--- config.mk ---
export PLATFORM = sky130hd
export DESIGN_NAME = suq_cell
export DESIGN_NICKNAME = d
export VERILOG_FILES = /design/src/design/suq_pkg.sv /design/src/design/suq_cell.sv
export SDC_FILE = /design/constraint.sdc
export NUM_CORES = 1
export LEC_CHECK = 0
export ABC_AREA = 1
export BUFFER_PORTS_ARGS = -buffer_cell sky130_fd_sc_hd__buf_4
export CORE_MARGIN = 2
export CORE_UTILIZATION = 38
export CTS_CLUSTER_DIAMETER = 30
export CTS_CLUSTER_SIZE = 12
export DETAILED_ROUTE_END_ITERATION = 8
export PLACE_DENSITY = 0.76
export SYNTH_ARGS = -nofsm -noshare
export SYNTH_HDL_FRONTEND = slang
export SYNTH_SLANG_ARGS = --single-unit
export TNS_END_PERCENT = 20
--- constraint.sdc ---
create_clock -name clk -period 2.5 [get_ports clk]
set_clock_uncertainty 0.1 [all_clocks]
set_input_delay 0.5 -clock clk [delete_from_list [all_inputs] [get_ports clk]]
set_output_delay 0.5 -clock clk [all_outputs]
set_load 0.02 [all_outputs]
--- src/design/suq_pkg.sv ---
package suq_pkg;

  // Default number of entries held by the queue
  localparam int DEFAULT_CAPACITY = 128;

  // Operation codes carried on the op field
  localparam logic OP_INSERT = 1'b0;
  localparam logic OP_POP    = 1'b1;

  // Result status codes
  typedef enum logic [2:0] {
    ST_INSERTED  = 3'd0,
    ST_DUPLICATE = 3'd1,
    ST_FULL      = 3'd2,
    ST_POPPED    = 3'd3,
    ST_EMPTY     = 3'd4
  } status_t;

  // Command broadcast to every cell of the row
  typedef struct packed {
    logic capture;    // compare the incoming value against the held entry
    logic shift_in;   // open a slot and place the key at its sorted position
    logic shift_out;  // drop the head and move every entry one cell down
  } suq_cmd_t;

endpackage

--- src/design/suq_cell.sv ---
module suq_cell
  import suq_pkg::*;
#(
  parameter int IDX = 0,
  parameter int CW  = 8
) (
  input  logic               clk,
  input  suq_cmd_t           cmd,
  input  logic [CW-1:0]      count,
  input  logic signed [31:0] probe,
  input  logic signed [31:0] key,
  input  logic signed [31:0] prev_entry,
  input  logic               prev_lt,
  input  logic signed [31:0] next_entry,
  output logic signed [31:0] entry,
  output logic               lt,
  output logic               eq
);

  logic live;

  // Cell holds a live entry when its position is below the fill count
  assign live = (CW'(IDX) < count);

  // Record how the held entry compares to the incoming value
  always_ff @(posedge clk) begin
    if (cmd.capture) begin
      lt <= live && (entry < probe);
      eq <= live && (entry == probe);
    end
  end

  // Keep, take the key, take from the left neighbor, or take from the right
  always_ff @(posedge clk) begin
    if (cmd.shift_in) begin
      if (!lt) begin
        entry <= prev_lt ? key : prev_entry;
      end
    end else if (cmd.shift_out) begin
      entry <= next_entry;
    end
  end

endmodule

# Yosys cells after proc, flatten, opt, wreduce, memory -nomap -nowiden

Cells that the tools add are included.

Order comparisons: 2
Equal/unequal tests: 2
Mux-type cells: 4
Reductions and logical operators: 4

Operators with widths:

| cell                                              | count |
|---|---|
| two-way mux 32 bit                                | 4 |
| == test 32 bit                                    | 1 |
| < comparator 32 bit                               | 1 |
| < comparator 1 x 8 -> 1 bit, first input constant | 1 |
| logical AND 1 bit                                 | 2 |
| != test 2 bit, second input constant              | 1 |
| AND reduction 2 bit                               | 1 |
| nonzero test 2 bit                                | 1 |

Register bits: 34
Bits of input ports: 141
Output and inout port bits: 34
Logic and storage cells: 15

# Logic depth before layout (Yosys ltp)

Word-level depth: 3
Gate-level depth with buffers: 15
Gate-level depth less buffers: 15

# Worst setup path after synthesis

Ideal clock, no wire load.

Path kind: input -> register
Start point: in cmd[1] (netlist bit)
End point: reg entry[0], enable pin
Library setup time: 0.425 ns
Arrival time: 2.213 ns
Data required time: 1.975 ns
Path slack: -0.239 ns
Stages on the path: 3
Path buffers: 1
Cell sequence: inv_2 > clkbuf_1 > o21ai_1

Longest elaborated chain between the ends: 2
Elaborated cells on any way between the ends: 3

RTL lines:

| element                                                                     | line           | text |
|---|---|---|
| from (decl)                                                                 | suq_cell.sv:8  | `input suq_cmd_t cmd,` |
| != test 2 bit (no source line) / nonzero test 2 bit (equally long branches) | n/a            |  |
| AND reduction 2 bit (no source line) (*)                                    | n/a            |  |
| to (signal assigned)                                                        | suq_cell.sv:37 | `entry <= prev_lt ? key : prev_entry;` |
| to (signal assigned)                                                        | suq_cell.sv:40 | `entry <= next_entry;` |
| to (decl)                                                                   | suq_cell.sv:15 | `output logic signed [31:0] entry,` |

Every way passes the cells marked *; elsewhere a longest branch is shown, timed or not.
A chain may end at the register's enable or synchronous reset.

# Worst setup path after layout

Start point: reg entry[11]
End point: reg lt (data pin)

Longest elaborated chain between the ends: 2

RTL lines:

| element              | line           | text |
|---|---|---|
| < comparator 32 bit  | suq_cell.sv:28 | `lt <= live && (entry < probe);` |
| logical AND 1 bit    | suq_cell.sv:28 |  |
| to (signal assigned) | suq_cell.sv:28 |  |
| to (decl)            | suq_cell.sv:16 | `output logic lt,` |

No other way between the ends.

==> out/metrics.csv <==
stage;metric;value;unit
floorplanning;core;6420;µm²
routing;vias;2792;
yosys;synth_ff_type;edfxtp_1;
pwr;combPwrFrac;35.9;%
setup_path;path_buf_inv;0;
sta;worstMarginPinSlew;436;ps
sta;finalMaxSlewViolations;0;
min_path;hold_path_class;in -> reg;
floorplanning;num_rows;29;
yosys;ys_ff_latch;34;
yosys;yosysTopAreaCellShare;39.9;%
global_routing;grt_max_degree;34;
global_routing;track_usage;20.7;%
layout;multi_input_area;1340;µm²
yosys;synth_edf_count;34;
clocking;htreeDepth;2;
pwr;clkPwrFrac;21.6;%
yosys;synth_area;2560;µm²
pwr;power_per_cell_area;432;nW/µm²
yosys;ys_seq_area_share;39.9;%
layout;layout.cells.non_filler;576;
layout;fin_area;4050;µm²
floorplanning;start_util;39.9;%
sta;rsz0062_at_grt;no;
sta;hold_viol;0;
pwr;p_leak;2.08;nW
sta;max_slew_margin;70.9;%
setup_path;arrival;1800;ps
global_routing;grt_pass1_vias;2758;
sta;fmax;534;MHz
yosys;synth.most_common_cell;nand2_1;
sta;period_needed;1870;ps
clocking;cts_setup_buffers;0;
setup_path;path_class;reg -> reg;
setup_path;max_stage_delay;390;ps
flow_run;cap_violations;0;
pwr;peakVddDrop;0.000204;V
pwr;seq_power_share;42.4;%
min_path;worstHoldStart;cmd[2];
clocking;post_cts_resized;0;
sta;post-route-period-util;74.9;%
yosys;synth_top_area_cell;edfxtp_1;
clocking;cts.clk_slew.worst_paths;70;ps
layout;seq_area;1020;µm²
routing;wl_per_cell;13.3;µm
yosys;yosys.cell_types.count;24;
placement;placed_cell_area;3970;µm²
floorplanning;die-area;7410;µm²
routing;finalWirelength;7680;µm
setup_path;required;2430;ps
yosys;synthArstFlopShare;0;%
yosys;syn_inst;325;
yosys;synthTopCellsByArea;edfxtp_1 40%, ha_1 16%, nand2_1 9.8%;
global_routing;antenna_found_initial;0;
routing;drc;0;
yosys;synth.avg_cell_area;7.88;µm²
run_status;status;finished, final reports clean;
routing;dr.pass1.iters;4;
pwr;intPower;0.00122;W
clocking;cts_tree;done;
layout;synthToLayoutAreaGrowth;58.2;%
pwr;p_sw_share;30.4;%
placement;hpwlAfterDp;6320;µm
yosys;synth_commonest_cells;67 x nand2_1, 41 x inv_1, 40 x nor2_1;
setup_path;end_kind;flip-flop;
setup_path;crit_top_cell;nand2_1;
setup_path;reg2reg_depth;9;
min_path;hold_depth;1;
clocking;hold_buffers;0;
setup_path;startpoint_type;flip-flop;
clocking;clockRootBuffer;clkbuf_8;
setup_path;crit_chain;ha_1, a21oi_1, nand2_1, a21oi_1, nand2_1, nand2_1, nand3_2, nand2_1, nor2_1;
setup_path;reg2reg_from;entry[11]$_DFFE_PP_;
clocking;clockBufferDepth;2;
global_routing;grt_remaining_overflow;0;
layout;num-nets-final;671;
setup_path;r2r_slack;630;ps
pwr;p_sw;0.000532;W
setup_path;reg2reg_to;lt$_DFFE_PP_;
floorplanning;io_pins;175;
layout;fillers;583;
floorplanning;die_y;86.1;µm
setup_path;crit_fanout;3;
routing;drtIter0Drc;125;
layout;diodes;0;
min_path;hold_end;eq$_DFFE_PP_;
setup_path;crit_family;simple AND/OR/NAND/NOR gates;
placement;gp_congestion;0.819;
placement;port_buffers;174;
clocking;insertion_delay;270;ps
sta;final-setup-viol-count;0;
clocking;numCtsBuffers;5;
yosys;yosys_warnings;0;
global_routing;grt_pass1_wl;12100;µm
sta;fin_setup_tns;0;ps
yosys;synth_nets;498;
routing;final_antenna_net_count;0;
layout;final_layout_size_suffix_gt1_share;39.1;%
placement;dp.cells;568;
floorplanning;fp.dieW;86.1;µm
setup_path;critPathSlowestCell;edfxtp_1;
routing;viasPerCell;4.85;
clocking;clkSinkCount;34;
==> worst max-delay path by stage <==
stage	from	to	slack, ps	cells past startpoint
3_3_place_gp	probe[13]	lt$_DFFE_PP_	480	11
3_5_place_dp	probe[11]	lt$_DFFE_PP_	430	11
6_report	entry[11]$_DFFE_PP_	lt$_DFFE_PP_	630	9
2_1_floorplan	cmd[1]	entry[0]$_DFFE_PP_	370	3
5_1_grt	entry[9]$_DFFE_PP_	lt$_DFFE_PP_	490	11
4_1_cts	entry[15]$_DFFE_PP_	lt$_DFFE_PP_	630	8
==> layout by cell type, fill, tap and decap left out, types with 2 or more instances in the layout <==
cell type	instances
a21oi_1	14
buf_4	177
clkbuf_8	5
edfxtp_1	34
ha_1	32
inv_1	41
nand2_1	67
nand2_2	2
nand4_1	2
nor2_1	40
nor2_2	2
nor4_1	2
o21ai_0	36
o21ai_1	30
==> cell families (layout without fill, tap and decap cells) <==
group	count (synthesis)	count (layout)	synth area share, %
AO/OA/AOI/OAI	85	85	17.1
AND/OR/NAND/NOR	120	120	19.3
flip-flops	34	34	39.9
buffers and inverters	54	228	8.06
adder cells (fa/ha/maj)	32	32	15.6
==> power by group through the flow <==
stage | Combinational (W) | Clock (W) | Sequential, W
floorplan | 0.000243 | 0 | 0.000816
global placement | 0.000618 | 0 | 0.000751
detailed placement | 0.000634 | 0 | 0.000754
CTS | 0.000637 | 0.000394 | 0.000743
global route | 0.000700 | 0.000410 | 0.000750
finish | 0.000628 | 0.000378 | 0.000742
==> state kept, by name (all words and copies together), names as in the netlist <==
signal,cells
entry,32
lt,1
eq,1
==> layer usage <==
metal  wire length (µm)  global-route usage, %  vias to the layer above
li1                   -                      -                     1439
met1               3090                   23.7                     1243
met2               4060                   38.7                      102
met3                423                   3.46                        8
met4                102                   6.93                        0
met5                  0                      0                        -
==> final cells by class <==
class                           count  share of cell area, %
Tap cell                           77                   2.38
Sequential cell                    34                   25.2
Clock buffer                        6                   1.79
Timing Repair Buffer              178                   33.3
Multi-Input combinational cell    237                   33.2
Clock inverter                      2                  0.216
Inverter                           42                   3.89
==> through the flow <==
stage / hold WS (ps) / setup WS [ps] / util, % / total power (W)
floorplan: 512 / 367 / - / 0.00106
global placement: 620 / 479 / 61.8 / 0.00137
detailed placement: 619 / 434 / 61.8 / 0.00139
CTS: 333 / 634 / 63.0 / 0.00177
global route: 336 / 493 / 63.0 / 0.00186
finish: 343 / 628 / 63.0 / 0.00175
==> worst reg2reg max path, cell delays in order, from the launching register on <==
cell and delay (ps):
edfxtp_1 390, ha_1 330, a21oi_1 170, nand2_1 70, a21oi_1 220, nand2_1 90, nand2_1 90, nand3_2 60
nand2_1 70, nor2_1 40
Note: power is estimated with default switching activity, not from simulation.
